===== src/hw/rtl/ltc_pkg.sv =====
`timescale 1ns / 1ps
// ----------------------------------------------------------------------------
// ltc_pkg: shared types and constants of the literal token classifier
// Character classes, kind and error codes, and the per-token state record.
// ----------------------------------------------------------------------------
package ltc_pkg;

    localparam logic [2:0] KIND_NONE  = 3'd0;
    localparam logic [2:0] KIND_WORD  = 3'd1;
    localparam logic [2:0] KIND_DEC   = 3'd2;
    localparam logic [2:0] KIND_BIN   = 3'd3;
    localparam logic [2:0] KIND_HEX   = 3'd4;
    localparam logic [2:0] KIND_FLOAT = 3'd5;

    localparam logic [2:0] ERR_OK         = 3'd0;
    localparam logic [2:0] ERR_WORD       = 3'd1;
    localparam logic [2:0] ERR_FLOAT_PRE  = 3'd2;
    localparam logic [2:0] ERR_FLOAT_POST = 3'd3;
    localparam logic [2:0] ERR_BIN        = 3'd4;
    localparam logic [2:0] ERR_HEX        = 3'd5;
    localparam logic [2:0] ERR_DEC        = 3'd6;

    localparam logic [1:0] LEAD_OTHER = 2'd0;
    localparam logic [1:0] LEAD_ALPHA = 2'd1;
    localparam logic [1:0] LEAD_DIGIT = 2'd2;
    localparam logic [1:0] LEAD_ZERO  = 2'd3;

    localparam logic [1:0] MODE_DEC = 2'd0;
    localparam logic [1:0] MODE_BIN = 2'd1;
    localparam logic [1:0] MODE_HEX = 2'd2;

    // error flag bit positions
    localparam logic [1:0] FLAG_PRE  = 2'd0;
    localparam logic [1:0] FLAG_POST = 2'd1;
    localparam logic [1:0] FLAG_BIN  = 2'd2;
    localparam logic [1:0] FLAG_HEX  = 2'd3;

    localparam logic [1:0] POS_LAST = 2'd2;

    localparam logic [7:0] CH_ZERO  = 8'h30;
    localparam logic [7:0] CH_ONE   = 8'h31;
    localparam logic [7:0] CH_NINE  = 8'h39;
    localparam logic [7:0] CH_DOT   = 8'h2E;
    localparam logic [7:0] CH_UNDER = 8'h5F;
    localparam logic [7:0] CH_LC_B  = 8'h62;
    localparam logic [7:0] CH_LC_X  = 8'h78;
    localparam logic [7:0] CH_LC_A  = 8'h61;
    localparam logic [7:0] CH_LC_F  = 8'h66;
    localparam logic [7:0] CH_LC_Z  = 8'h7A;
    localparam logic [7:0] CH_UC_A  = 8'h41;
    localparam logic [7:0] CH_UC_F  = 8'h46;
    localparam logic [7:0] CH_UC_Z  = 8'h5A;

    typedef struct packed {
        logic [1:0] position;
        logic [1:0] lead_class;
        logic [1:0] prefix_mode;
        logic       dot_seen;
        logic [3:0] error_flags;
    } tok_state_t;

    function automatic logic is_digit(input logic [7:0] ch);
        is_digit = (ch >= CH_ZERO) && (ch <= CH_NINE);
    endfunction

    function automatic logic is_letter(input logic [7:0] ch);
        is_letter = ((ch >= CH_LC_A) && (ch <= CH_LC_Z)) ||
                    ((ch >= CH_UC_A) && (ch <= CH_UC_Z)) || (ch == CH_UNDER);
    endfunction

    function automatic logic is_hex(input logic [7:0] ch);
        is_hex = is_digit(ch) || ((ch >= CH_LC_A) && (ch <= CH_LC_F)) ||
                 ((ch >= CH_UC_A) && (ch <= CH_UC_F));
    endfunction

endpackage


===== src/hw/rtl/ltc_step.sv =====
`timescale 1ns / 1ps
// ----------------------------------------------------------------------------
// ltc_step: one character step of the classifier
// Folds one character into the token state and decodes kind and error.
// ----------------------------------------------------------------------------
module ltc_step (
    input  ltc_pkg::tok_state_t cur,
    input  logic [7:0]          ch,
    input  logic                last,
    output ltc_pkg::tok_state_t nxt,
    output logic [2:0]          kind,
    output logic [2:0]          error
);
    import ltc_pkg::*;

    tok_state_t upd;

    always_comb begin
        upd = cur;
        if (cur.position == 2'd0) begin
            if (is_letter(ch)) begin
                upd.lead_class = LEAD_ALPHA;
            end else if (ch == CH_ZERO) begin
                upd.lead_class = LEAD_ZERO;
            end else if (is_digit(ch)) begin
                upd.lead_class = LEAD_DIGIT;
            end else begin
                upd.lead_class = LEAD_OTHER;
            end
        end else if (cur.lead_class == LEAD_ALPHA) begin
            if (!is_letter(ch) && !is_digit(ch)) begin
                upd.error_flags[FLAG_PRE] = 1'b1;
            end
        end else if (cur.lead_class != LEAD_OTHER) begin
            if (ch == CH_DOT && !cur.dot_seen) begin
                upd.dot_seen = 1'b1;
            end else if (!is_digit(ch)) begin
                // a second dot lands here too
                if (cur.dot_seen) begin
                    upd.error_flags[FLAG_POST] = 1'b1;
                end else begin
                    upd.error_flags[FLAG_PRE] = 1'b1;
                end
            end
            if (cur.position == 2'd1) begin
                if (cur.lead_class == LEAD_ZERO && ch == CH_LC_B) begin
                    upd.prefix_mode = MODE_BIN;
                end else if (cur.lead_class == LEAD_ZERO && ch == CH_LC_X) begin
                    upd.prefix_mode = MODE_HEX;
                end
            end else begin
                if (ch != CH_ZERO && ch != CH_ONE) begin
                    upd.error_flags[FLAG_BIN] = 1'b1;
                end
                if (!is_hex(ch)) begin
                    upd.error_flags[FLAG_HEX] = 1'b1;
                end
            end
        end
        if (cur.position != POS_LAST) begin
            upd.position = cur.position + 2'd1;
        end
    end

    always_comb begin
        kind  = KIND_NONE;
        error = ERR_OK;
        if (upd.lead_class == LEAD_ALPHA) begin
            if (upd.error_flags[FLAG_PRE]) begin
                error = ERR_WORD;
            end else begin
                kind = KIND_WORD;
            end
        end else if (upd.lead_class != LEAD_OTHER) begin
            if (upd.dot_seen) begin
                if (upd.error_flags[FLAG_PRE]) begin
                    error = ERR_FLOAT_PRE;
                end else if (upd.error_flags[FLAG_POST]) begin
                    error = ERR_FLOAT_POST;
                end else begin
                    kind = KIND_FLOAT;
                end
            end else if (upd.prefix_mode == MODE_BIN) begin
                if (upd.error_flags[FLAG_BIN]) begin
                    error = ERR_BIN;
                end else begin
                    kind = KIND_BIN;
                end
            end else if (upd.prefix_mode == MODE_HEX) begin
                if (upd.error_flags[FLAG_HEX]) begin
                    error = ERR_HEX;
                end else begin
                    kind = KIND_HEX;
                end
            end else begin
                if (upd.error_flags[FLAG_PRE]) begin
                    error = ERR_DEC;
                end else begin
                    kind = KIND_DEC;
                end
            end
        end
    end

    // the token ends here: start clean for the next one
    assign nxt = last ? '0 : upd;

endmodule


===== src/hw/rtl/literal_token_classifier.sv =====
`timescale 1ns / 1ps
// ----------------------------------------------------------------------------
// literal_token_classifier: numeric literal lexer
// Classifies a token fed one character per word; one result per token.
// ----------------------------------------------------------------------------
// channel  | direction | ports                              | word
// s_       | in        | s_valid s_ready s_character s_last_char | one character
// m_       | out       | m_valid m_ready m_kind m_error     | one token result
//
// One character per cycle while no last character waits on a full result
// register; a token's result is registered as its last character is consumed.
// Path: input register -> step logic and token state -> result register.
// Reset (aresetn low, synchronous) empties both registers and clears the token.
// A stalled m_ready holds the result; characters keep flowing until a last
// character meets a full result register, which stalls s_ready.
// ----------------------------------------------------------------------------
module literal_token_classifier (
    input  logic       aclk,
    input  logic       aresetn,
    input  logic       s_valid,
    output logic       s_ready,
    input  logic [7:0] s_character,
    input  logic       s_last_char,
    output logic       m_valid,
    input  logic       m_ready,
    output logic [2:0] m_kind,
    output logic [2:0] m_error
);
    import ltc_pkg::*;

    logic       in_valid_reg;
    logic [7:0] in_char_reg;
    logic       in_last_reg;
    tok_state_t tok_reg;
    tok_state_t tok_next;
    logic       m_valid_reg;
    logic [2:0] m_kind_reg;
    logic [2:0] m_error_reg;
    logic [2:0] step_kind;
    logic [2:0] step_error;
    logic       out_free;
    logic       consume;

    assign out_free = !m_valid_reg || m_ready;
    assign consume  = in_valid_reg && (!in_last_reg || out_free);
    assign s_ready  = !in_valid_reg || consume;

    ltc_step u_step (
        .cur   (tok_reg),
        .ch    (in_char_reg),
        .last  (in_last_reg),
        .nxt   (tok_next),
        .kind  (step_kind),
        .error (step_error)
    );

    always_ff @(posedge aclk) begin
        if (!aresetn) begin
            in_valid_reg <= 1'b0;
        end else if (s_ready) begin
            in_valid_reg <= s_valid;
        end
    end

    always_ff @(posedge aclk) begin
        if (s_ready && s_valid) begin
            in_char_reg <= s_character;
            in_last_reg <= s_last_char;
        end
    end

    always_ff @(posedge aclk) begin
        if (!aresetn) begin
            tok_reg <= '0;
        end else if (consume) begin
            tok_reg <= tok_next;
        end
    end

    always_ff @(posedge aclk) begin
        if (!aresetn) begin
            m_valid_reg <= 1'b0;
        end else if (out_free) begin
            m_valid_reg <= consume && in_last_reg;
        end
    end

    always_ff @(posedge aclk) begin
        if (consume && in_last_reg) begin
            m_kind_reg  <= step_kind;
            m_error_reg <= step_error;
        end
    end

    assign m_valid = m_valid_reg;
    assign m_kind  = m_kind_reg;
    assign m_error = m_error_reg;

endmodule


===== config.mk =====
export PLATFORM = sky130hd
export DESIGN_NAME = literal_token_classifier
export DESIGN_NICKNAME = d
export VERILOG_FILES = /design/src/hw/rtl/ltc_pkg.sv /design/src/hw/rtl/ltc_step.sv /design/src/hw/rtl/literal_token_classifier.sv
export SDC_FILE = /design/constraint.sdc
export NUM_CORES = 1
export LEC_CHECK = 0
export BUFFER_PORTS_ARGS = -buffer_cell sky130_fd_sc_hd__buf_2
export CAP_MARGIN = 20
export CELL_PAD_IN_SITES_DETAIL_PLACEMENT = 1
export CELL_PAD_IN_SITES_GLOBAL_PLACEMENT = 1
export CORE_UTILIZATION = 44
export DETAILED_ROUTE_END_ITERATION = 10
export PLACE_DENSITY_LB_ADDON = 0.2
export SLEW_MARGIN = 0
export SYNTH_ARGS = -nofsm -noshare
export SYNTH_HDL_FRONTEND = slang
export SYNTH_SLANG_ARGS = --single-unit

===== constraint.sdc =====
create_clock -name aclk -period 3.1 [get_ports aclk]
set_clock_uncertainty 0.05 [all_clocks]
set_input_delay 0.31 -clock aclk [delete_from_list [all_inputs] [get_ports aclk]]
set_output_delay 0.31 -clock aclk [all_outputs]
set_load 0.02 [all_outputs]

# After elaboration in Yosys (flattened, before gate mapping)
# Cells that the tools add are included.
# op_classes
add_sub_neg	1
order_cmp	8
eq_ne	14
muxes	44
reduce_logical	31
# op_table
cell	count
two-way mux 3 bit	17
less-or-equal comparator 8 x 7 -> 1 bit, second input constant	4
two-way mux 2 bit	14
== test 8 x 7 -> 1 bit, second input constant	3
== test 8 x 6 -> 1 bit, second input constant	2
>= comparator 8 x 7 -> 1 bit, second input constant	2
inequality test 8 x 6 -> 1 bit, second input constant	2
two-way mux 7 bit	2
logical AND 1 bit	13
two-way mux 11 bit	1
two-way mux 1 bit	9
== test 2 x 1 -> 1 bit, second input constant	4
>= comparator 8 x 6 -> 1 bit, second input constant	1
less-or-equal comparator 8 x 6 -> 1 bit, second input constant	1
logical OR 1 bit	7
zero test 1 bit	6
two-way mux 6 bit	1
nonzero test 2 bit	3
== test 2 bit, second input constant	2
adder 2 x 1 -> 2 bit, second input constant	1
zero test 2 bit	1
inequality test 2 bit, second input constant	1
AND reduction 2 bit	1
# totals
register_bits	28
out_inout_bits	8

# Logic depth before layout (Yosys ltp)
# depth
depth_word	15
mapped_depth	8
ltp_nobuf	7

# Hierarchy
# From an unflattened synthesis, not the netlist that was laid out.
# unflattened
cells_unflattened	164
area_unflattened_um2	1570.3
# modules_own_cells
module	instances	cells_per_inst	area_each_um2
literal_token_classifier	1	73	1007.2
ltc_step	1	91	563.0

# Worst setup path after synthesis
# No wires, ideal clock.
# synth_path
path_kind	reg-to-reg
from	reg tok_reg[9] in the netlist's numbering
to	reg m_error_reg[0], in the netlist m_error[0], data pin
t_arrival_ps	2067
path_slack_ps	851
path_stages_with_launch	8
n_path_buf	0
synth_period_minus_slack_ps	2249
path_cell_list	dfxtp_1 inv_1 ha_1 nand2b_1 or4_1 a2111oi_1 o21a_1 a311o_1
# synth_via
elab_chain_cells	11
word_cells_on_any_way	21
cone_classes	4 x eq/ne; 15 x mux; 2 x reduce/logical
# synth_lines
item	line_no	source
start, declared	literal_token_classifier.sv:34	tok_state_t tok_reg;
start signal, assigned	literal_token_classifier.sv:76	tok_reg <= tok_next;
== test 2 x 1 -> 1 bit	ltc_step.sv:45	if (cur.position == 2'd1) begin
two-way mux 2 bit	ltc_step.sv:45	
two-way mux 7 bit	ltc_step.sv:34	end else if (cur.lead_class != LEAD_OTHER) begin
two-way mux 6 bit	ltc_step.sv:30	end else if (cur.lead_class == LEAD_ALPHA) begin
two-way mux 7 bit	ltc_step.sv:20	if (cur.position == 2'd0) begin
== test 2 bit or two-way mux 3 bit (tied branches)	ltc_step.sv:89, ltc_step.sv:90	
two-way mux 3 bit	ltc_step.sv:89	end else if (upd.prefix_mode == MODE_HEX) begin
two-way mux 3 bit	ltc_step.sv:83	end else if (upd.prefix_mode == MODE_BIN) begin
two-way mux 3 bit	ltc_step.sv:75	if (upd.dot_seen) begin
two-way mux 3 bit	ltc_step.sv:74	end else if (upd.lead_class != LEAD_OTHER) begin
two-way mux 3 bit (*)	ltc_step.sv:68	if (upd.lead_class == LEAD_ALPHA) begin
net step_error[0]	literal_token_classifier.sv:40	logic [2:0] step_error;
end signal, assigned	literal_token_classifier.sv:91	m_error_reg <= step_error;
end, declared	literal_token_classifier.sv:38	logic [2:0] m_error_reg;
# Mark *: on every way through the listed nets, which the timed path passes. The rest lies on a longest branch.
# A chain may end at the register's enable or synchronous reset.

# Worst setup path in the final report
# Ends and elaborated chain as after synthesis.

==> run summary <==
Initial antenna violation count: 0
Hold Crit Start: s_character[0]
Sequential area share after synthesis: 43.9%
Commonest non-fill, non-tap cell in the layout: buf_2
Core Area: 3440 um2
Grt peak-use layer: met2
DRT antenna net count: 0
Status: finished clean
Max cap viols: 0
Worst R2R End: m_error[0]
Mapped Cells: 160
Synth Flop Type: edfxtp_1
XOR/XNOR share of the synthesized area: 0%
R2R cell count: 7
Setup CP Type: flop to flop
Flops & latches, synth: 28
Worst-path clk slew: 0.10 ns
Slew Limit Fails: 0
Placed insts: 220
Cell Area, Synth: 1620 um2
Multiplexer area fraction after synthesis: 0.696%
Most frequent cells in the layout: buf_2 (20), edfxtp_1 (15), dfxtp_1 (13), nor2_1 (11), inv_1 (9)
Avg Inst Size Synth: 10.1 um2
Crit-path slowest cell: or4_1
Async SR Flop Fraction: 0%
Adder-Cell Fraction of Synth Area: 2.32%
Gpl congestion: 0.884
Pre-antenna DRT Iters: 4
Largest net degree at the start of global routing: 16
Worst Setup End Kind: flop
DP Area: 1740 um2
Global routing met1 resource utilization: 29.9%
Die extent in x: 62.7 um
Hold path cells: 1
Fin Setup TNS: 0 ns
GRT Total Usage: 22.1%
Hold Fails Final Rpt: 0
Cell breakdown of the critical path: inv_1 > ha_1 > nand2b_1 > or4_1 > a2111oi_1 > o21a_1 > a311o_1
Max FFs per register: 11
Max Freq: 358 MHz
Min-Delay Path Class: input pin to flop
Syn. warnings: 0
Max VDD drop: 0.000150 V
Synth top area cells: edfxtp_1 (28%), dfxtp_1 (16%), nor2b_1 (3.1%)
Crit-path max FO: 11
RSZ-0062 raised after global routing: false
Total power: 710 uW
Die Ht: 62.7 um
Clock Latency Late Sink: 0.28 ns
Via density: 5.95
Grt ovf: 0
Number of top-level pins: 21
Count of cell types in the netlist: 54
Slew of the pin with the lowest slew margin: 0.555 ns
Hold_buf cts: 0
Largest stage delay on the critical path: 0.61 ns
Final nets: 195
R2R setup slack: 0.30 ns
Worst r2r src: tok_reg[9]
Synth top area share: 27.8%
Post-Syn Nets: 176
Post-Route WL: 4010 um
Post-Synth Simple-Gate Area: 25.5%
Arrival time at the worst endpoint: 2.89 ns
Critical Path Source Type: flop
DPL Wire Length: 3090 um
Area leader, netlist: edfxtp_1
Synth Area in Compound Gates: 23.1%
Clk sinks: 28
# fillers: 399
Buffer depth of the longest clock path: 2
Row count: 21
Post-CTS Setup Bufs: 0
# diodes: 0
WL per Instance: 17.9 um
Largest family of logic cells by synthesized area: simple AND/OR/NAND/NOR gates
M2 GR Usage: 34.9%
Via count: 1332
Clk root buf: clkbuf_8
Initial Util: 47.0%
Vias in the first global route: 1398
Met3 Use GR: 4.01%
Num CTS Buffers: 3
EDFF count, synth: 15
Die ar.: 3930 um2
First-pass GRT wire length: 6760 um
Syn-to-layout area delta: 10.7%
Final hold slack: 0.145 ns
Period utilization: 90.2%
H-tree depth: 1
Final Setup Violations: 0
Pwr dens: 396 nW/um2
First-iteration detailed-routing DRC count: 112
Post-CTS sizing: 0
Min-Delay Endpoint: in_char_reg[0]
WP data required: 3.20 ns
Layout Cells excl Fill: 224
Pleak: 0.636 nW
CTS tree: built
Min cycle time layout: 2.80 ns
Relative slew margins: 62.7%
I/O Buffers: 20
Final instance area: 1790 um2
Layout cell share with drive strength beyond 1: 18.0%
Residual DRC: 0
[metal layers]
layer / share of wire, % / wire (um) / vias to the layer above
li1: - / - / 650
met1: 46 / 1840 / 642
met2: 49 / 1950 / 34
met3: 3.8 / 154 / 6
met4: 1.3 / 53 / 0
met5: 0 / 0 / -
[where the power goes]
group	internal (mW)	switching (mW)
registers	0.402	0.0137
logic	0.0249	0.0373
clock network	0.114	0.118
[layout make-up]
cell class / count / area, um2 / area share (%)
multi-input cells: 117 / 836 / 46.6
flip-flops and latches: 28 / 711 / 39.6
repair buffers: 20 / 100 / 5.58
well taps: 46 / 57.6 / 3.21
clock buffers: 4 / 55.1 / 3.07
inverters: 9 / 33.8 / 1.88
[stage by stage]
step	utilization [%]	worst slack (ns)
2_1_floorplan	-	0.851
3_3_place_gp	50.5	0.582
3_5_place_dp	50.5	0.383
4_1_cts	52.1	0.344
5_1_grt	52.1	0.195
6_report	52.1	0.303
[Yosys cell counts (4+ instances only)]
cell type,n
edfxtp_1,15
dfxtp_1,13
nor2_1,11
inv_1,9
nand2_1,8
nor2b_1,8
nor3_1,8
a21oi_1,7
o21ai_0,7
nand2b_1,6
nand3_1,4
[worst max-delay path: cells and delay by family, from the launching register on]
| kind | cells | cell delay [ns] |
|---|---|---|
| flip-flops | 1 | 0.35 |
| buffers and inverters | 1 | 0.08 |
| AO/OA/AOI/OAI | 3 | 0.91 |
| adder cells (fa/ha/maj) | 1 | 0.35 |
| AND/OR/NAND/NOR | 2 | 0.92 |
[how the worst max path moves through the flow]
stage | depth (start not counted) | end | slack [ns] | startpoint
finish | 7 | m_error[0] | 0.30 | tok_reg[9]
global route | 7 | m_error[0] | 0.19 | tok_reg[9]
CTS | 7 | m_error[0] | 0.34 | tok_reg[9]
detailed placement | 7 | m_error[0] | 0.38 | tok_reg[10]
global placement | 7 | m_error[0] | 0.58 | tok_reg[9]
floorplan | 7 | m_error[0] | 0.85 | tok_reg[9]
[logic make-up after synthesis]
family	after synthesis
compound gates	46
fa+ha+maj	3
buf+inv	15
flops	28
mux	1
simple gates	67
Note: power is estimated with default switching activity, not from simulation.
